`config.mk`:
```
export PLATFORM = sky130hd
export DESIGN_NAME = uvs_fifo
export DESIGN_NICKNAME = d
export VERILOG_FILES = /design/src/rtl/core/uvs_fifo.sv
export SDC_FILE = /design/constraint.sdc
export NUM_CORES = 1
export LEC_CHECK = 0
export ABC_AREA = 0
export BUFFER_PORTS_ARGS = -buffer_cell sky130_fd_sc_hd__buf_4
export CAP_MARGIN = 5
export CORE_MARGIN = 2
export CORE_UTILIZATION = 47
export CTS_BUF_LIST = sky130_fd_sc_hd__clkbuf_2 sky130_fd_sc_hd__clkbuf_4 sky130_fd_sc_hd__clkbuf_8
export DETAILED_ROUTE_END_ITERATION = 6
export MAX_ROUTING_LAYER = met4
export PLACE_DENSITY = 0.73
export SLEW_MARGIN = 40
export SYNTH_ARGS = -nofsm -noshare
export SYNTH_HDL_FRONTEND = slang
export SYNTH_SLANG_ARGS = --single-unit
```
`constraint.sdc`:
```
create_clock -name clk -period 1.45 [get_ports clk]
set_clock_uncertainty 0.15 [all_clocks]
set_input_delay 0.2175 -clock clk [delete_from_list [all_inputs] [get_ports clk]]
set_output_delay 0.2175 -clock clk [all_outputs]
set_load 0.02 [all_outputs]
```
`src/rtl/core/uvs_fifo.sv`:
```
module uvs_fifo #(
	parameter int WIDTH = 8,
	parameter int DEPTH = 2
) (
	input  logic             clk,
	input  logic             arst_n,
	input  logic             push,
	input  logic [WIDTH-1:0] wdata,
	input  logic             pop,
	output logic [WIDTH-1:0] rdata,
	output logic             full,
	output logic             not_empty
);

	localparam int PW = (DEPTH > 1) ? $clog2(DEPTH) : 1;
	localparam int CW = $clog2(DEPTH + 1);

	logic [WIDTH-1:0] mem_q [DEPTH];
	logic [PW-1:0]    wr_ptr_q;
	logic [PW-1:0]    rd_ptr_q;
	logic [CW-1:0]    count_q;
	logic             do_push;
	logic             do_pop;

	assign full      = (count_q == CW'(DEPTH));
	assign not_empty = (count_q != '0);
	assign do_push   = push && !full;
	assign do_pop    = pop && not_empty;
	assign rdata     = mem_q[rd_ptr_q];

	always_ff @(posedge clk or negedge arst_n) begin
		if (!arst_n) begin
			wr_ptr_q <= '0;
			rd_ptr_q <= '0;
			count_q  <= '0;
		end else begin
			if (do_push) begin
				wr_ptr_q <= (wr_ptr_q == PW'(DEPTH - 1)) ? '0 : wr_ptr_q + 1'b1;
			end
			if (do_pop) begin
				rd_ptr_q <= (rd_ptr_q == PW'(DEPTH - 1)) ? '0 : rd_ptr_q + 1'b1;
			end
			if (do_push && !do_pop) begin
				count_q <= count_q + 1'b1;
			end else if (do_pop && !do_push) begin
				count_q <= count_q - 1'b1;
			end
		end
	end

	always_ff @(posedge clk) begin
		if (do_push) begin
			mem_q[wr_ptr_q] <= wdata;
		end
	end

endmodule

```
==> reports/qor.yml, run 1 <==
clk_pin_slew_ps: 110
synth_area_sq_um: 786
p_per_area_mw_per_mm2: 1980
gp_congestion: 0.733
diodes: 0
cap_violations: 0
worstSetupStartpointType: "register"
numCtsBuffers: 3
r2r_cells: 6
root_buffer: "clkbuf_4"
cts_tree: "built"
startpoint: "rd_ptr_q"
synth-edff-count: 16
yosys_register_bits: 20
end_kind: "output port"
core_sq_mm: 0.00154
tightestPinTransition_ps: 216
grt_pass1_wl_um: 2350
synth_most_common_cell: "edfxtp_1"
via_count: 491
grt_use_total_pct: 17.4
yosysTopAreaCell: "edfxtp_1"
h-tree-depth: 1
grt_start_max_net_pins: 12
ant_nets: 0
power.leakage_nw: 0.556
multi_input_area_sq_um: 254
synth_top_area_share_pct: 61.1
drt-total-wl_um: 1500
postSynthCellCount: 44
timing_hold_violations_final: 0
ios: 22
synthTopCellsByCount: "16 x edfxtp_1, 8 x mux2_1, 4 x dfrtp_1, 3 x xnor2_1"
dp.cells: 87
dr.pass1.iters: 4
critical_path.most_common_cell: "buf_6"
synth.area.top_cells: "edfxtp_1 61%, dfrtp_1 13%, mux2_1 11%"
setup_ws_ps: -219
arrival_ps: 1300
clockBufferDepth: 2
antenna_found_initial: 0
nNetsFinal: 103
violations: "negative setup slack"
overflow: 0
register_area_sq_um: 582
fillers: 81
slowest_stage: "dfrtp_2"
syn_avg_cell_area_sq_um: 17.9
die-area_sq_mm: 0.00201
layout-drive-gt1-share_pct: 59.6
status: "complete, but fails checks"
area_delta_synth_final_pct: 61.9
path_cells: "buf_6, mux2_4, buf_6"
clkSinkCount: 20
hold_path_class: "in -> async"
drtIter0Drc: 7
post-route-drc-count: 0
rsz0062_at_grt: "true"
cpPeakStageDelay_ps: 430
viasPerCell: 4.68
clk_latency_ps: 290
syn_nets: 57
initial_core_util_pct: 51.0
ys_seq_area_share_pct: 73.9
die_h_um: 44.9
dp_hpwl_um: 945
ir_drop_mv: 1.39
async_flop_share_pct: 20.0
wl_per_cell_um: 14.3
synth_ff_type: "edfxtp_1"
path_max_fanout: 5
final-setup-viol-count: 10
report.final.slew_viol_count: 0
die_w_um: 44.9
synth_warnings: 0
ys_types: 14
fin_crit_sh_pct: 115
finalCriticalPeriod_ps: 1670
maxClockFrequency_mhz: 599
grt_pass1_vias: 535
reg2reg_from: "count_q[1]"
slew_headroom_pct: 85.6
critPathKind: "reg -> out"
instances_no_fill: 105
crit_required_ps: 1080
rows: 14
portBuffers: 21
final_util_pct: 82.5
-- layer usage --
metal | up-vias | share of wire [%] | GRT usage [%] | wire, um
li1 | 246 | - | - | -
met1 | 224 | 43 | 21.6 | 648
met2 | 17 | 50 | 28.7 | 747
met3 | 4 | 5.6 | 2.80 | 84
met4 | 0 | 1.4 | 7.06 | 21
met5 | - | 0 | - | 0
-- critical path, delay by kind of cell (launching register included) --
family / cells / cell delay (ps)
buffers and inverters: 2 / 270
multiplexers: 1 / 300
flip-flops: 1 / 430
-- state kept, by name, summed over array words and instances, names as in the netlist --
| register | flops |
|---|---|
| count_q | 2 |
| mem_q | 16 |
| rd_ptr_q | 1 |
| wr_ptr_q | 1 |
-- kinds of logic (layout without fill, tap and decap cells) --
kind of cell	after synthesis	after routing	synth area share (%)
XOR/XNOR	5	5	5.57
adder cells (fa/ha/maj)	1	1	1.59
buffers and inverters	3	48	1.59
flip-flops	20	20	73.9
multiplexers	8	8	11.5
AND/OR/NAND/NOR	7	7	5.89
-- area by class of cell --
| type | count | share of cell area, % |
|---|---|---|
| clock buffer | 3 | 1.77 |
| clock inverter | 1 | 0.295 |
| inverter | 2 | 0.590 |
| multi-input combinational | 21 | 20.0 |
| sequential | 20 | 45.7 |
| tap | 16 | 1.57 |
| timing repair buffer | 42 | 30.1 |
-- layout by cell type (no fill, tap or decap), drive strengths merged --
cell type	count
buf	33
edfxtp	16
dlygate4sd3	9
mux2	8
dfrtp	4
xnor2	3
clkbuf	3
inv	2
xor2	2
nand2	2
nor2	2
or2	1
nand2b	1
and3	1
ha	1
clkinv	1
-- metrics by stage --
step	setup WS (ps)	power, W	hold WS [ps]	cell area [sq um]	setup TNS (ps)
final	-219	0.00252	94.2	1270	-1750
after CTS	-215	0.00249	92.8	1250	-1730
after global placement	-51.1	0.00182	-133	1010	-95.7
after floorplan	-44.3	0.00143	-228	788	-44.3
after detailed placement	-47.5	0.00185	-126	1010	-145
after global routing	-254	0.00263	99.3	1270	-2120
-- path summary, 6_finish.rpt --
| path | to | slack, ps |
|---|---|---|
| setup / recovery | rdata[7] | -220 |
| hold / removal | wr_ptr_q | 90 |
| setup reg to reg | count_q[1] | -50 |
| hold reg to reg | wr_ptr_q | 440 |
| max in group asynchronous | rd_ptr_q | 930 |
| min in group clk | wr_ptr_q | 160 |
-- report_power, final --
group | leakage (nW) | switching [W] | total [W] | internal, W
sequential | 0.194 | 0.0000866 | 0.000892 | 0.000806
combinational | 0.347 | 0.000578 | 0.00137 | 0.000789
clock | 0.0154 | 0.000164 | 0.000264 | 0.000100
total | 0.556 | 0.000828 | 0.00252 | 0.00170
-- repair_timing --
item                                   CTS  global route
pin swaps                                3             0
hold buffers                             9             0
endpoints found under the hold margin   20             0
setup endpoints to repair               19            23
gates cloned                             0             0
setup buffers                            4             1
resized for setup                       25             3
Note: power is estimated with default switching activity, not from simulation.
==> run 2: changes to the inputs <==
--- a/config.mk
+++ b/config.mk
@@ -8,8 +8,10 @@
 export ABC_AREA = 0
 export BUFFER_PORTS_ARGS = -buffer_cell sky130_fd_sc_hd__buf_4
 export CAP_MARGIN = 5
+export CELL_PAD_IN_SITES_DETAIL_PLACEMENT = 1
+export CELL_PAD_IN_SITES_GLOBAL_PLACEMENT = 1
 export CORE_MARGIN = 2
-export CORE_UTILIZATION = 47
+export CORE_UTILIZATION = 39
 export CTS_BUF_LIST = sky130_fd_sc_hd__clkbuf_2 sky130_fd_sc_hd__clkbuf_4 sky130_fd_sc_hd__clkbuf_8
 export DETAILED_ROUTE_END_ITERATION = 6
 export MAX_ROUTING_LAYER = met4
==> reports/qor.yml, run 2 (synthesized netlist as in run 1, its figures left out) <==
status: "complete, but fails checks"  # unchanged
violations: "negative setup slack"  # unchanged
slowest_stage: "dfrtp_2"  # unchanged
final_util_pct: 67.8  # was 82.5%
gp_congestion: 0.718  # was 0.733
portBuffers: 21  # unchanged
die-area_sq_mm: 0.00239  # was 0.00201 sq mm
timing_hold_violations_final: 0  # unchanged
via_count: 518  # was 491
met2_usage_pct: 31.1  # was 28.7%
pwr-share-seq_pct: 34.3  # was 35.4%
r2r_cells: 6  # unchanged
clkSinkCount: 20  # unchanged
antenna_found_initial: 0  # unchanged
internal_power_w: 0.00175  # was 0.00170 W
path_max_fanout: 5  # unchanged
die_h_um: 48.9  # was 44.9 um
crit_required_ps: 1080  # about the same
h-tree-depth: 1  # unchanged
wl_per_cell_um: 14.8  # was 14.3 um
post-route-drc-count: 0  # unchanged
hold_path_class: "in -> async"  # unchanged
cts_tree: "built"  # unchanged
use_met1_pct: 18.5  # was 21.6%
grt_start_max_net_pins: 12  # unchanged
initial_core_util_pct: 40.9  # was 51.0%
switching_share_pct: 33.1  # was 32.8%
placed_cell_area_sq_mm: 0.00103  # was 0.00101 sq mm
finalCriticalPeriod_ps: 1680  # was 1670 ps
comb_power_share_pct: 54.5  # was 54.2%
pre_cts_ws_ps: -62.4  # was -47.5 ps
clkPwrFrac_pct: 11.3  # was 10.4%
die_w_um: 48.9  # was 44.9 um
grt_use_total_pct: 17.8  # was 17.4%
fillers: 179  # was 81
p_sw_w: 0.000869  # was 0.000828 W
dp.cells: 99  # was 87
drt-total-wl_um: 1720  # was 1500 um
clockBufferDepth: 2  # unchanged
end_kind: "output port"  # unchanged
ant_nets: 0  # unchanged
fin_hold_ws_ps: 77.0  # was 94.2 ps
grt_util_met3_pct: 2.15  # was 2.80%
fin_crit_sh_pct: 116  # was 115%
rr_endpoint: "count_q[1]"  # unchanged
dp_hpwl_um: 965  # was 945 um
report.final.slew_viol_count: 0  # unchanged
path_depth: 3  # unchanged
layout-drive-gt1-share_pct: 61.8  # was 59.6%
nNetsFinal: 103  # unchanged
critical_path.most_common_cell: "buf_6"  # unchanged
worstSetupStartpointType: "register"  # unchanged
largest_reg_flops: 16  # unchanged
clk_pin_slew_ps: 110  # about the same
grt_pass1_wl_um: 2860  # was 2350 um
p_per_area_mw_per_mm2: 2010  # was 1980 mW/mm^2
cap_violations: 0  # unchanged
reg_top3: "mem_q (16), count_q (2)"  # unchanged
path_cells: "buf_6, mux2_4, buf_6"  # unchanged
ir_drop_mv: 1.16  # was 1.39 mV
dr.pass1.iters: 2  # was 4
grt_pass1_vias: 606  # was 535
numCtsBuffers: 3  # unchanged
rows: 16  # was 14
path_delay_family: "flip-flops"  # unchanged
overflow: 0  # unchanged
cpPeakStageDelay_ps: 430  # about the same
top_register: "mem_q"  # unchanged
critPathKind: "reg -> out"  # unchanged
multi_input_area_sq_um: 254  # unchanged
layout_commonest_cell: "buf_4"  # unchanged
clk_latency_ps: 300  # was 290 ps
r2r_slack_ps: -60  # was -50 ps
diodes: 0  # unchanged
top_usage_layer: "met2"  # unchanged
setup_ws_ps: -234  # was -219 ps
ios: 22  # unchanged
core_sq_mm: 0.00192  # was 0.00154 sq mm
tightestPinTransition_ps: 212  # was 216 ps
drtIter0Drc: 1  # was 7
final_cell_mix: "18 x buf_4, 16 x edfxtp_1, 15 x buf_6"  # was 21 x buf_4, 16 x edfxtp_1, 12 x buf_6
power.leakage_nw: 0.561  # was 0.556 nW
slew_headroom_pct: 85.8  # was 85.6%
reg2reg_from: "count_q[1]"  # unchanged
viasPerCell: 4.47  # was 4.68
root_buffer: "clkbuf_4"  # unchanged
register_area_sq_um: 582  # unchanged
instances_no_fill: 116  # was 105
area_delta_synth_final_pct: 65.9  # was 61.9%
stdcell_area_sq_mm: 0.00130  # was 0.00127 sq mm
path_buf_inv: 2  # unchanged
rsz0062_at_grt: "true"  # unchanged
final-setup-viol-count: 11  # was 10
arrival_ps: 1320  # was 1300 ps
maxClockFrequency_mhz: 594  # was 599 MHz
-- run 2: cell types whose count changed in the layout (fill, tap and decap cells not counted), sizes merged --
| cell | previous run | this run |
|---|---|---|
| clkinv | 1 | 0 |
| clkbuf | 3 | 4 |
-- run 2: how the worst max path moves through the flow --
stage	start	end	slack, ps
final	rd_ptr_q	rdata[1]	-230
after global routing	rd_ptr_q	rdata[1]	-280
after CTS	rd_ptr_q	rdata[3]	-230
after detailed placement	count_q[1]	count_q[1]	-60
after global placement	count_q[1]	count_q[1]	-40
after floorplan	count_q[1]	count_q[1]	-40
-- run 2: power groups by stage --
stage	Sequential, W	Clock [W]	Combinational (W)
floorplan	0.000867	0	0.000565
global placement	0.000915	0	0.000920
detailed placement	0.000926	0	0.000945
CTS	0.000889	0.000297	0.00136
global route	0.000918	0.000327	0.00151
finish	0.000899	0.000295	0.00143
-- run 2: what timing repair did --
item / in CTS / in global routing
gates resized for setup: 29 / 4
hold buffers: 9 / 0
pin swaps: 3 / 2
cloned: 0 / 0
hold endpoints to repair: 20 / 0
endpoints found under the setup margin: 24 / 19
setup buffers: 2 / 2
-- run 2: metrics by stage --
stage | total power [W] | TNS, ps
3_5_place_dp | 0.00187 | -438
5_1_grt | 0.00276 | -2660
3_3_place_gp | 0.00184 | -141
6_report | 0.00262 | -2020
2_1_floorplan | 0.00143 | -44.3
4_1_cts | 0.00255 | -1970
-- run 2: cell type report --
class                           count  area share (%)
Sequential cell                    20            44.6
Timing Repair Buffer               42            30.2
Multi-Input combinational cell     21            19.5
Tap cell                           27            2.59
Clock buffer                        4            2.30
Inverter                            2           0.768
-- run 2: routing by layer --
| metal | up-vias | share of wire [%] |
|---|---|---|
| met4 | 0 | 4.3 |
| met2 | 18 | 54 |
| met1 | 247 | 39 |
| met3 | 7 | 2.4 |
| li1 | 246 | - |
| met5 | - | 0 |
