File: config.mk
export PLATFORM = sky130hd
export DESIGN_NAME = uvs_front
export DESIGN_NICKNAME = d
export VERILOG_FILES = /design/src/rtl/core/uvs_pkg.sv /design/src/rtl/core/uvs_front.sv
export SDC_FILE = /design/constraint.sdc
export NUM_CORES = 1
export LEC_CHECK = 0
export ABC_AREA = 1
export BUFFER_PORTS_ARGS = -buffer_cell sky130_fd_sc_hd__buf_2
export CORE_MARGIN = 10
export CORE_UTILIZATION = 35
export CTS_CLUSTER_DIAMETER = 40
export DETAILED_ROUTE_END_ITERATION = 12
export PLACE_DENSITY = 0.68
export SYNTH_ARGS = -nofsm -noshare
export SYNTH_HDL_FRONTEND = slang
export SYNTH_SLANG_ARGS = --single-unit
File: constraint.sdc
create_clock -name clk -period 4.1 [get_ports clk]
set_input_delay 0.41 -clock clk [delete_from_list [all_inputs] [get_ports clk]]
set_output_delay 0.41 -clock clk [all_outputs]
set_load 0.02 [all_outputs]
File: src/rtl/core/uvs_pkg.sv
package uvs_pkg;

	localparam int ANGLE_FRAC_BITS_DEF = 16;

	// Divisor width: twice a count of up to 255
	localparam int DIV_DW = 9;

	// Reset values of the configuration registers
	localparam logic [7:0]  STACK_COUNT_RST  = 8'd16;
	localparam logic [7:0]  SECTOR_COUNT_RST = 8'd32;
	localparam logic [14:0] RADIUS_RST       = 15'd256;

	// Odd Taylor terms of sin(pi/2 * x), Q30
	localparam logic [30:0] COEF1 = 31'd1686629713;
	localparam logic [30:0] COEF3 = 31'd693598670;
	localparam logic [30:0] COEF5 = 31'd85569305;
	localparam logic [30:0] COEF7 = 31'd5026994;
	localparam logic [30:0] COEF9 = 31'd172272;

	localparam logic [30:0] Q30_ONE = 31'h4000_0000;

	typedef enum logic [1:0] {
		CFG_STACK_COUNT  = 2'd0,
		CFG_SECTOR_COUNT = 2'd1,
		CFG_RADIUS       = 2'd2
	} cfg_idx_t;

	typedef struct packed {
		logic [7:0]  stack_count;
		logic [7:0]  sector_count;
		logic [14:0] radius;
	} cfg_t;

	// One classified grid point, counts already clamped to their minimum
	typedef struct packed {
		logic       bad;
		logic [7:0] i;
		logic [7:0] j;
		logic [7:0] nst;
		logic [7:0] nse;
	} item_t;

endpackage

File: src/rtl/core/uvs_front.sv
module uvs_front (
	input  logic          clk,
	input  logic          arst_n,
	input  uvs_pkg::cfg_t cfg,
	input  logic          in_valid,
	output logic          in_stall,
	input  logic [7:0]    stack_index,
	input  logic [7:0]    sector_index,
	input  logic          q_full,
	output logic          q_push,
	output uvs_pkg::item_t q_item
);

	logic           vld_s1;
	uvs_pkg::item_t item_s1;
	uvs_pkg::item_t item_d;
	logic           accept;

	assign in_stall = vld_s1 && q_full;
	assign accept   = in_valid && !in_stall;
	assign q_push   = vld_s1 && !q_full;
	assign q_item   = item_s1;

	// clamp counts to their minimum, flag out-of-range indices
	always_comb begin
		item_d.i   = stack_index;
		item_d.j   = sector_index;
		item_d.nst = (cfg.stack_count < 8'd2) ? 8'd2 : cfg.stack_count;
		item_d.nse = (cfg.sector_count < 8'd3) ? 8'd3 : cfg.sector_count;
		item_d.bad = (stack_index > item_d.nst) || (sector_index > item_d.nse);
	end

	always_ff @(posedge clk or negedge arst_n) begin
		if (!arst_n) begin
			vld_s1 <= 1'b0;
		end else if (accept) begin
			vld_s1 <= 1'b1;
		end else if (q_push) begin
			vld_s1 <= 1'b0;
		end
	end

	always_ff @(posedge clk) begin
		if (accept) begin
			item_s1 <= item_d;
		end
	end

endmodule

==> results by group, run 1 <==
Run status
  • Status: completed

Logic synthesis
  • Warnings from Yosys: 0
  • Post-synthesis cell area: 1580 µm²
  • Mux contribution to synthesized area: 0%
  • Commonest cells post-synth: edfxtp_1 (33), inv_1 (26), nand2_1 (24)
  • Post-synthesis adder-cell area fraction: 12.6%
  • Largest family of logic cells by synthesized area: adder cells
  • Yosys top cell by area: edfxtp_1
  • Yosys cell types: 13
  • EDFF count, synth: 33
  • Count leader, synth: edfxtp_1
  • Post-synthesis xor/xnor area fraction: 0%
  • Simple-gate area share of the yosys netlist: 12.0%
  • Mapped Avg Cell Area: 11.4 µm²
  • Mapped Nets: 206
  • Post-synth ARST share: 2.94%
  • Number of synthesized register bits: 34
  • Post-synthesis sequential area ratio: 64.1%
  • Main synth FF type: edfxtp_1
  • Area contributors post-synth: edfxtp_1 (63%), ha_1 (13%), inv_1 (6.2%), nand2_1 (5.7%), clkbuf_1 (2.8%)
  • Area fraction in compound gates after synthesis: 2.21%
  • Top cell type's share of synthesized area: 62.6%
  • Post-Syn Instances: 139

Global route
  • Global-route wire length before repair: 5.68 mm
  • Vias in the first global route: 1261
  • Total track usage: 9.45%
  • Initial antenna violation count: 0
  • Overflow after GRT: 0
  • Largest net degree at the start of global routing: 34

Timing
  • Fin crit period: 1.59 ns
  • Setup TNS Final: 0 ns
  • Clk_skew: 0.00660 ns
  • Max Clk Rate: 630 MHz
  • Final period util: 38.7%
  • RSZ-0062 raised after global routing: no
  • Setup Viol. Count Final: 0
  • Worst slew pin tran: 0.892 ns
  • Final Hold Fails: 0
  • Slew Viols, Final: 0
  • Max_slew headroom: 40.4%

Die
  • Core area: 4350 µm²
  • Die width: 87.3 µm
  • # rows: 24
  • Die area: 7620 µm²
  • DIE HEIGHT: 87.3 µm
  • Initial Util: 36.4%
  • Top-Level Pins: 86

Route
  • Highest metal used: met4
  • Met3 WL: 504 µm
  • Met2 wire length: 1.63 mm
  • Detailed router's first-iteration violation count: 20
  • Met1 WL: 1.37 mm
  • Final WL: 3.56 mm
  • Routed len/inst: 13.8 µm
  • First-pass detailed-route iteration total: 4
  • Via count: 1146
  • Routed vias/inst: 4.44
  • # DRC: 0
  • Post-route ant nets: 0

CTS
  • Worst-path clk slew: 0.07 ns
  • Max Root-Sink Buffers: 2
  • Postcts setup bufs: 0
  • Post-CTS Hold Buffers: 1
  • Clock latency on the worst-skew pair: 0.28 ns
  • Clk root buf: clkbuf_8
  • CTS buffer count: 5
  • CTS tree: built
  • Post_cts resized: 0
  • TritonCTS Sinks: 34
  • H-Tree Level Count: 2

Hold path
  • Worst min path class: in2reg
  • Min-delay src: cfg[25]

Setup path
  • Critical path endpoint category: flip-flop
  • R2R Path Start: vld_s1
  • Critical Path AT: 1.49 ns
  • Critical Path Start: vld_s1
  • Setup CP Type: reg2reg
  • Worst path required time: 4.00 ns
  • Startpoint Class: flip-flop
  • CP max FO: 33

Layout
  • # fillers: 412
  • Post-route insts no fill: 258
  • Layout Nets: 272
  • Area delta synth->final: 29.5%
  • # diodes: 0
  • Share of layout cells above drive strength 1: 38.3%
  • Post-route cell area: 2050 µm²

Placed design
  • PortBufs: 70
  • HPWL Detailed: 2.94 mm
  • GP Congestion: 0.719
  • Placed cells: 249
  • Placed cell area: 1960 µm²

Power and ir drop
  • PwrDens: 371 nW/µm²
  • Leak: 1.02 nW
  • Max IR drop VDD: 0.000185 V

Job
  • Max Cap Viol: 0
stage by stage:
stage | worst slack [ns] | hold WS, ns | power, mW | util, %
4_1_cts | 2.45 | 0.300 | 0.774 | 47.1
5_1_grt | 2.37 | 0.310 | 0.798 | 47.1
3_5_place_dp | 2.22 | 0.186 | 0.539 | 45.1
2_1_floorplan | 1.67 | 0.114 | 0.491 | -
6_report | 2.51 | 0.314 | 0.761 | 47.1
3_3_place_gp | 2.24 | 0.185 | 0.536 | 45.1
routing by layer:
metal	vias up	global-route usage (%)
li1	577	-
met1	508	9.64
met2	56	15.3
met3	5	5.90
met4	0	3.48
met5	-	0
cell families after synthesis:
logic type | count (synthesis)
DFF | 34
AOI/OAI and AO/OA | 6
adders and majority gates | 16
buffers and inverters | 38
and+or+nand+nor | 45
cells in the final DEF, fill, tap and decap left out, drive strengths merged:
cell / n
nand4: 3
dfrtp: 1
dlygate4sd3: 1
a21o: 2
ha: 16
edfxtp: 33
or2: 1
inv: 26
nand2: 24
nand3: 3
nor2: 14
a21oi: 4
clkbuf: 8
buf: 70
power by group:
| group | switching (mW) | internal, mW |
|---|---|---|
| Combinational | 0.0764 | 0.0444 |
| Sequential | 0.00418 | 0.405 |
| Clock | 0.110 | 0.120 |
| Total | 0.190 | 0.570 |
critical path, cell delays in order (launching register included):
cell	delay [ns]
dfrtp_1	0.37
nand2_1	0.08
inv_1	0.07
nor2_4	0.68
sequential cells by signal, indices dropped and copies added (netlist names):
signal  cells
q_item     33
vld_s1      1
area by class of cell:
class	instances	area, µm²	area share (%)
repair buffers	71	360	17.6
clock buffers	8	80.1	3.90
well taps	52	65.1	3.17
inverters	26	97.6	4.76
flip-flops and latches	34	1020	49.5
multi-input cells	67	433	21.1
final timing paths:
| check | to | slack [ns] | cells after the start |
|---|---|---|---|
| max in group asynchronous | vld_s1 | 3.59 | 2 |
| worst min-delay path | q_item[10] | 0.31 | 1 |
| min in group asynchronous | vld_s1 | 0.43 | 2 |
| worst max register to register | q_item[0] | 2.51 | 3 |
| worst max-delay path | q_item[0] | 2.51 | 3 |
| worst min register to register | vld_s1 | 0.49 | 2 |
Power figures use the tool's default switching activity.
==> run 2: changes to the inputs <==
--- a/config.mk
+++ b/config.mk
@@ -11,7 +11,7 @@
 export CORE_UTILIZATION = 35
 export CTS_CLUSTER_DIAMETER = 40
 export DETAILED_ROUTE_END_ITERATION = 12
-export PLACE_DENSITY = 0.68
+export PLACE_DENSITY = 0.71
 export SYNTH_ARGS = -nofsm -noshare
 export SYNTH_HDL_FRONTEND = slang
 export SYNTH_SLANG_ARGS = --single-unit
==> constraint.sdc (replaced) <==
create_clock -name clk -period 1.4 [get_ports clk]
set_input_delay 0.14 -clock clk [delete_from_list [all_inputs] [get_ports clk]]
set_output_delay 0.14 -clock clk [all_outputs]
set_load 0.02 [all_outputs]
==> run 2 against run 1 <==
Sequential power rose to 2.9 times the previous value. Total power rose to 3.0 times the previous value. Sequential cell count did not move. Sequential share of layout area fell by 3.4 points. Setup slack got worse by 2.5 ns. Die area did not move. Critical path depth rose by 11. Clock-buffer cell count fell by 3. Hold slack got worse by 0.27 ns. Via count rose by 3.4%. Final cell count rose by 5.8%. Combinational power rose to 3.3 times the previous value. Critical endpoint is now q_item[32]. Largest power group unchanged.
==> results by group, run 2 (synthesis gave the netlist of run 1 again) <==
Run status
  • Status: completed (unchanged)

Route
  • Routed vias/inst: 4.34 (was 4.44)
  • First-pass detailed-route iteration total: 4 (unchanged)
  • Detailed router's first-iteration violation count: 50 (was 20)
  • Post-route ant nets: 0 (unchanged)
  • Routed len/inst: 13.3 µm (was 13.8 µm)
  • Final WL: 3.62 mm (was 3.56 mm)
  • # DRC: 0 (unchanged)
  • Via count: 1185 (was 1146)

CTS
  • CTS tree: built (unchanged)
  • Clk root buf: clkbuf_8 (unchanged)
  • H-Tree Level Count: 2 (unchanged)
  • Clock latency on the worst-skew pair: 0.28 ns (about the same)
  • Max Root-Sink Buffers: 2 (unchanged)
  • Worst-path clk slew: 0.07 ns (about the same)
  • CTS buffer count: 5 (unchanged)
  • TritonCTS Sinks: 34 (unchanged)

Global route
  • Initial antenna violation count: 0 (unchanged)
  • Global-route wire length before repair: 5.60 mm (was 5.68 mm)
  • Largest net degree at the start of global routing: 34 (unchanged)
  • Total track usage: 9.58% (was 9.45%)
  • Vias in the first global route: 1210 (was 1261)
  • Overflow after GRT: 0 (unchanged)

Setup path
  • Critical Path AT: 1.40 ns (was 1.49 ns)
  • Critical Path Start: cfg[29] (was vld_s1)
  • FF-to-FF setup slack: 0.23 ns (was 2.51 ns)
  • Top cell by count, worst path: nand2_1
  • Crit. path cell count: 14 (was 3)
  • Critical path buffers and inverters: 2 (was 1)
  • Setup CP Type: in2reg (was reg2reg)
  • Critical path's top delay family: simple AND/OR/NAND/NOR gates (unchanged)
  • Crit-path cells: buf_2 > inv_1 > nand3_1 > nor2_2 > nor2_2 > ha_1 > nand2_1 > nand2_1 > nand2_1 > nand2_1 > nand2_1 > nand2_1 > nand2_1 > nand2_1 (was nand2_1 > inv_1 > nor2_4)
  • R2R Path Start: vld_s1 (unchanged)
  • FF-to-FF path depth: 4 (was 3)
  • CP peak stage delay: 0.32 ns (was 0.68 ns)
  • CP max-delay cell: ha_1 (was nor2_4)
  • Worst R2R End: q_item[3] (was q_item[0])
  • CP max FO: 2 (was 33)
  • Critical path endpoint category: flip-flop (unchanged)
  • Startpoint Class: input port (was flip-flop)
  • Worst path required time: 1.44 ns (was 4.00 ns)

Hold path
  • Hold Crit Depth: 1 (unchanged)
  • Min-delay src: cfg[21] (was cfg[25])
  • Worst hold endpoint: q_item[6] (was q_item[10])
  • Worst min path class: in2reg (unchanged)

Die
  • # rows: 24 (unchanged)
  • DIE HEIGHT: 87.3 µm (unchanged)
  • Die area: 7620 µm² (unchanged)
  • Die width: 87.3 µm (unchanged)
  • Core area: 4350 µm² (unchanged)
  • Initial Util: 36.4% (unchanged)
  • Top-Level Pins: 86 (unchanged)

Placed design
  • Placed cells: 262 (was 249)
  • HPWL Detailed: 2.99 mm (was 2.94 mm)
  • GP Congestion: 0.737 (was 0.719)
  • Placed cell area: 2070 µm² (was 1960 µm²)
  • PortBufs: 70 (unchanged)

Layout
  • Max reg flops: 33 (unchanged)
  • Share of layout cells above drive strength 1: 44.8% (was 38.3%)
  • # fillers: 407 (was 412)
  • Commonest non-fill, non-tap cells in the layout: buf_2 (68), edfxtp_1 (33), inv_1 (25), nand2_1 (24), ha_1 (16) (was buf_2 (70), edfxtp_1 (33), inv_1 (26), nand2_1 (24), ha_1 (16))
  • Area delta synth->final: 39.2% (was 29.5%)
  • Register area: 1020 µm² (unchanged)
  • Footprint of the multi-input gates: 443 µm² (was 433 µm²)
  • Post-route insts no fill: 273 (was 258)
  • Post-route core utilization: 50.6% (was 47.1%)
  • Post-route cell area: 2200 µm² (was 2050 µm²)
  • # diodes: 0 (unchanged)
  • Layout Nets: 287 (was 272)
  • Most common cell after layout, fill and taps aside: buf_2 (unchanged)

Timing
  • Fin crit period: 1.36 ns
  • Setup TNS Final: 0 ns (unchanged)
  • Max Clk Rate: 737 MHz
  • Final Hold Fails: 0 (unchanged)
  • Final period util: 96.9%
  • Worst slew pin tran: 0.182 ns (was 0.892 ns)
  • Slew Viols, Final: 0 (unchanged)
  • Max_slew headroom: 87.9% (was 40.4%)
  • Setup Viol. Count Final: 0 (unchanged)
  • Clk_skew: 0.00603 ns (was 0.00660 ns)

Power and ir drop
  • Leak: 1.11 nW (was 1.02 nW)
  • Max IR drop VDD: 0.000381 V (was 0.000185 V)
  • PwrDens: 1040 nW/µm² (was 371 nW/µm²)
  • Design Power: 2.28 mW (was 761 µW)

Job
  • Max Cap Viol: 0 (unchanged)
==> run 2: final cells by class <==
| class | instances | area share (%) |
|---|---|---|
| Clock buffer | 5 | 3.12 |
| Clock inverter | 3 | 0.738 |
| Inverter | 26 | 4.43 |
| Multi-Input combinational cell | 67 | 20.1 |
| Sequential cell | 34 | 46.1 |
| Tap cell | 52 | 2.95 |
| Timing Repair Buffer | 86 | 22.6 |
==> run 2: routing by layer <==
layer	vias up	GRT usage [%]	wire length [µm]	part of all wire (%)
met5	-	0	0	0
met4	0	3.48	15	0.41
met3	2	5.43	387	11
met2	40	16.5	1950	54
met1	538	9.30	1270	35
li1	605	-	-	-
==> run 2: repair_timing <==
item                                    in CTS  in global routing
buffers inserted                             0                  2
resized for setup                            0                  5
hold buffers                                 1                  0
endpoints found under the setup margin       0                  1
hold endpoints to repair                     1                  0
==> run 2: worst max-delay path by stage <==
stage	to
after detailed placement	q_item[32]
after global placement	q_item[32]
final	q_item[32]
after floorplan	q_item[0]
after CTS	q_item[32]
after global routing	q_item[32]
==> run 2: where the power goes <==
part	internal [mW]	total (mW)	leakage (nW)	switching, mW
registers	1.19	1.20	0.325	0.0123
logic	0.166	0.400	0.740	0.233
clock network	0.340	0.686	0.0416	0.346
==> run 2: stage by stage <==
| step | hold WS, ns | worst slack (ns) |
|---|---|---|
| floorplan | -0.156 | -0.0478 |
| global placement | -0.0855 | -0.260 |
| detailed placement | -0.0832 | -0.249 |
| CTS | 0.0299 | 0.0604 |
| global route | 0.0180 | -0.0241 |
| finish | 0.0435 | 0.0432 |
==> run 2: worst reg2reg max path: stages, from the launching register on <==
cell	delay, ns
dfrtp_1	0.37
nand2_1	0.10
inv_2	0.06
nor2_4	0.12
buf_12	0.21
==> run 3: changes to the inputs <==
--- a/config.mk
+++ b/config.mk
@@ -11,7 +11,7 @@
 export CORE_UTILIZATION = 35
 export CTS_CLUSTER_DIAMETER = 40
 export DETAILED_ROUTE_END_ITERATION = 12
-export PLACE_DENSITY = 0.71
+export PLACE_DENSITY = 0.68
 export SYNTH_ARGS = -nofsm -noshare
 export SYNTH_HDL_FRONTEND = slang
 export SYNTH_SLANG_ARGS = --single-unit
==> constraint.sdc (replaced) <==
create_clock -name clk -period 1.75 [get_ports clk]
set_input_delay 0.175 -clock clk [delete_from_list [all_inputs] [get_ports clk]]
set_output_delay 0.175 -clock clk [all_outputs]
set_load 0.02 [all_outputs]
==> run 3 against run 2 <==
Sequential share of layout area rose by 2.7 points. Die area is the same. Clock-buffer cell count rose by 3. Global-route usage decreased by 0.23 points. Wire length fell by 4.3%. Final cell count shrank 5.1%. Clock power is 15% lower. Final area is 5.6% lower. Setup slack improved by 0.40 ns. Core utilization down 2.8 points. First-iteration DRC count fell by 52%. Largest cell class unchanged. Highest routed layer unchanged.
==> results by group, run 3 (synthesis gave the netlist of run 1 again) <==
Run status
  • Status: completed (unchanged)

CTS
  • CTS tree: built (unchanged)
  • Clock latency on the worst-skew pair: 0.28 ns (about the same)
  • Clk root buf: clkbuf_8 (unchanged)
  • CTS buffer count: 5 (unchanged)
  • Worst-path clk slew: 0.07 ns (about the same)
  • Postcts setup bufs: 0 (unchanged)
  • Max Root-Sink Buffers: 2 (unchanged)
  • TritonCTS Sinks: 34 (unchanged)
  • H-Tree Level Count: 2 (unchanged)
  • Post_cts resized: 0 (unchanged)

Hold path
  • Min-delay src: cfg[20] (was cfg[21])
  • Worst min path class: in2reg (unchanged)

Setup path
  • CP peak stage delay: 0.28 ns (was 0.32 ns)
  • Top cell by count, worst path: nand2_1 (unchanged)
  • Critical Path AT: 1.34 ns (was 1.40 ns)
  • CP max-delay cell: ha_1 (unchanged)
  • R2R Path Start: vld_s1 (unchanged)
  • Worst path required time: 1.79 ns (was 1.44 ns)
  • Startpoint Class: input port (unchanged)
  • Crit-path cells: buf_2 > inv_1 > nand4_1 > nor2_1 > nor2_1 > ha_1 > nand2_1 > nand2_1 > nand2_1 > nand2_1 > nand2_1 > nand2_1 > nand2_1 > nand2_1 (was buf_2 > inv_1 > nand3_1 > nor2_2 > nor2_2 > ha_1 > nand2_1 > nand2_1 > nand2_1 > nand2_1 > nand2_1 > nand2_1 > nand2_1 > nand2_1)
  • Critical path endpoint category: flip-flop (unchanged)
  • CP max FO: 2 (unchanged)
  • Setup CP Type: in2reg (unchanged)
  • Critical Path Start: cfg[22] (was cfg[29])

Timing
  • Final period util: 74.5%
  • Hold Slack: 0.0833 ns (was 0.0435 ns)
  • Setup TNS Final: 0 ns (unchanged)
  • Worst slew pin tran: 0.200 ns (was 0.182 ns)
  • RSZ-0062 raised after global routing: no
  • Setup Viol. Count Final: 0 (unchanged)
  • Max Clk Rate: 767 MHz
  • Slew Viols, Final: 0 (unchanged)
  • Fin crit period: 1.30 ns
  • Max_slew headroom: 86.7% (was 87.9%)
  • Final Hold Fails: 0 (unchanged)
  • Clk_skew: 0.00564 ns (was 0.00603 ns)

Power and ir drop
  • Leak: 1.04 nW (was 1.11 nW)
  • Max IR drop VDD: 0.000480 V (was 0.000381 V)
  • PwrDens: 879 nW/µm² (was 1040 nW/µm²)
  • Design Power: 1.83 mW (was 2.28 mW)

Layout
  • Share of layout cells above drive strength 1: 39.1% (was 44.8%)
  • # diodes: 0 (unchanged)
  • Most common cell after layout, fill and taps aside: buf_2 (unchanged)
  • Commonest non-fill, non-tap cells in the layout: buf_2 (70), edfxtp_1 (33), inv_1 (26), nand2_1 (24), ha_1 (16) (was buf_2 (68), edfxtp_1 (33), inv_1 (25), nand2_1 (24), ha_1 (16))
  • Post-route insts no fill: 259 (was 273)
  • Layout Nets: 273 (was 287)
  • Post-route cell area: 2080 µm² (was 2200 µm²)
  • Area delta synth->final: 31.4% (was 39.2%)
  • Max reg flops: 33 (unchanged)

Global route
  • Largest net degree at the start of global routing: 34 (unchanged)
  • Global-route wire length before repair: 5.59 mm (was 5.60 mm)
  • Vias in the first global route: 1187 (was 1210)
  • Initial antenna violation count: 0 (unchanged)
  • Total track usage: 9.35% (was 9.58%)
  • Overflow after GRT: 0 (unchanged)

Die
  • Initial Util: 36.4% (unchanged)
  • Die width: 87.3 µm (unchanged)
  • DIE HEIGHT: 87.3 µm (unchanged)
  • # rows: 24 (unchanged)
  • Die area: 7620 µm² (unchanged)
  • Core area: 4350 µm² (unchanged)
  • Top-Level Pins: 86 (unchanged)

Placed design
  • HPWL Detailed: 2.88 mm (was 2.99 mm)
  • Placed cells: 250 (was 262)
  • PortBufs: 70 (unchanged)
  • GP Congestion: 0.735 (was 0.737)
  • Placed cell area: 1980 µm² (was 2070 µm²)

Route
  • Met1 WL: 1.33 mm (was 1.27 mm)
  • Highest metal used: met4 (unchanged)
  • Met2 wire length: 1.72 mm (was 1.95 mm)
  • # DRC: 0 (unchanged)
  • Via count: 1109 (was 1185)
  • Routed vias/inst: 4.28 (was 4.34)
  • Final WL: 3.47 mm (was 3.62 mm)
  • Met3 WL: 392 µm (was 387 µm)
  • First-pass detailed-route iteration total: 2 (was 4)
  • Routed len/inst: 13.4 µm (was 13.3 µm)
  • Detailed router's first-iteration violation count: 24 (was 50)
  • Post-route ant nets: 0 (unchanged)

Job
  • Max Cap Viol: 0 (unchanged)
-- run 3: cell types whose count changed in the layout (fill, tap and decap cells not counted) --
cell	change
buf_2	+2
buf_4	-14
buf_6	-2
clkbuf_1	+2
clkbuf_8	+1
clkinv_1	-1
clkinv_2	-1
clkinvlp_4	-1
inv_1	+1
inv_2	-1
nor2_1	+2
nor2_2	-1
nor2_4	-1
-- run 3: path summary, 6_finish.rpt --
check | to | slack, ns | cells after the start
setup / recovery | q_item[32] | 0.45 | 14
hold / removal | q_item[5] | 0.08 | 1
setup reg to reg | q_item[15] | 0.58 | 4
hold reg to reg | vld_s1 | 0.50 | 2
max in group asynchronous | vld_s1 | 1.46 | 2
min in group asynchronous | vld_s1 | 0.20 | 2
-- run 3: report_power, final --
| group | internal (mW) | switching [mW] | leakage [nW] |
|---|---|---|---|
| registers | 0.948 | 0.00870 | 0.325 |
| clock network | 0.321 | 0.263 | 0.0455 |
| logic | 0.110 | 0.180 | 0.668 |
| total | 1.38 | 0.452 | 1.04 |
-- run 3: final cells by class --
class / instances / area (µm²)
clock buffers: 8 / 90.1
fillers: 424 / 2270
inverters: 26 / 97.6
multi-input cells: 67 / 433
flip-flops and latches: 34 / 1020
well taps: 52 / 65.1
repair buffers: 72 / 380
-- run 3: metrics by stage --
| stage | util (%) | setup WS, ns |
|---|---|---|
| final | 47.8 | 0.446 |
| after global routing | 47.8 | 0.239 |
| after CTS | 47.8 | 0.426 |
| after detailed placement | 45.5 | 0.114 |
| after global placement | 45.5 | 0.117 |
| after floorplan | - | 0.274 |
-- run 3: metal layers --
metal,GRT usage (%),vias up
met5,0,-
met4,2.61,0
met3,5.99,2
met2,16.1,43
met1,9.02,485
li1,-,579
-- run 3: what timing repair did --
| action | in CTS | in global routing |
|---|---|---|
| setup endpoints to repair | 0 | 0 |
| endpoints found under the hold margin | 1 | 0 |
| hold buffers | 1 | 0 |
-- run 3: worst max-delay path, delay by kind of cell --
kind / cells / cell delay [ns]
buffers and inverters: 2 / 0.17
AND/OR/NAND/NOR: 11 / 0.72
adder cells (fa/ha/maj): 1 / 0.28
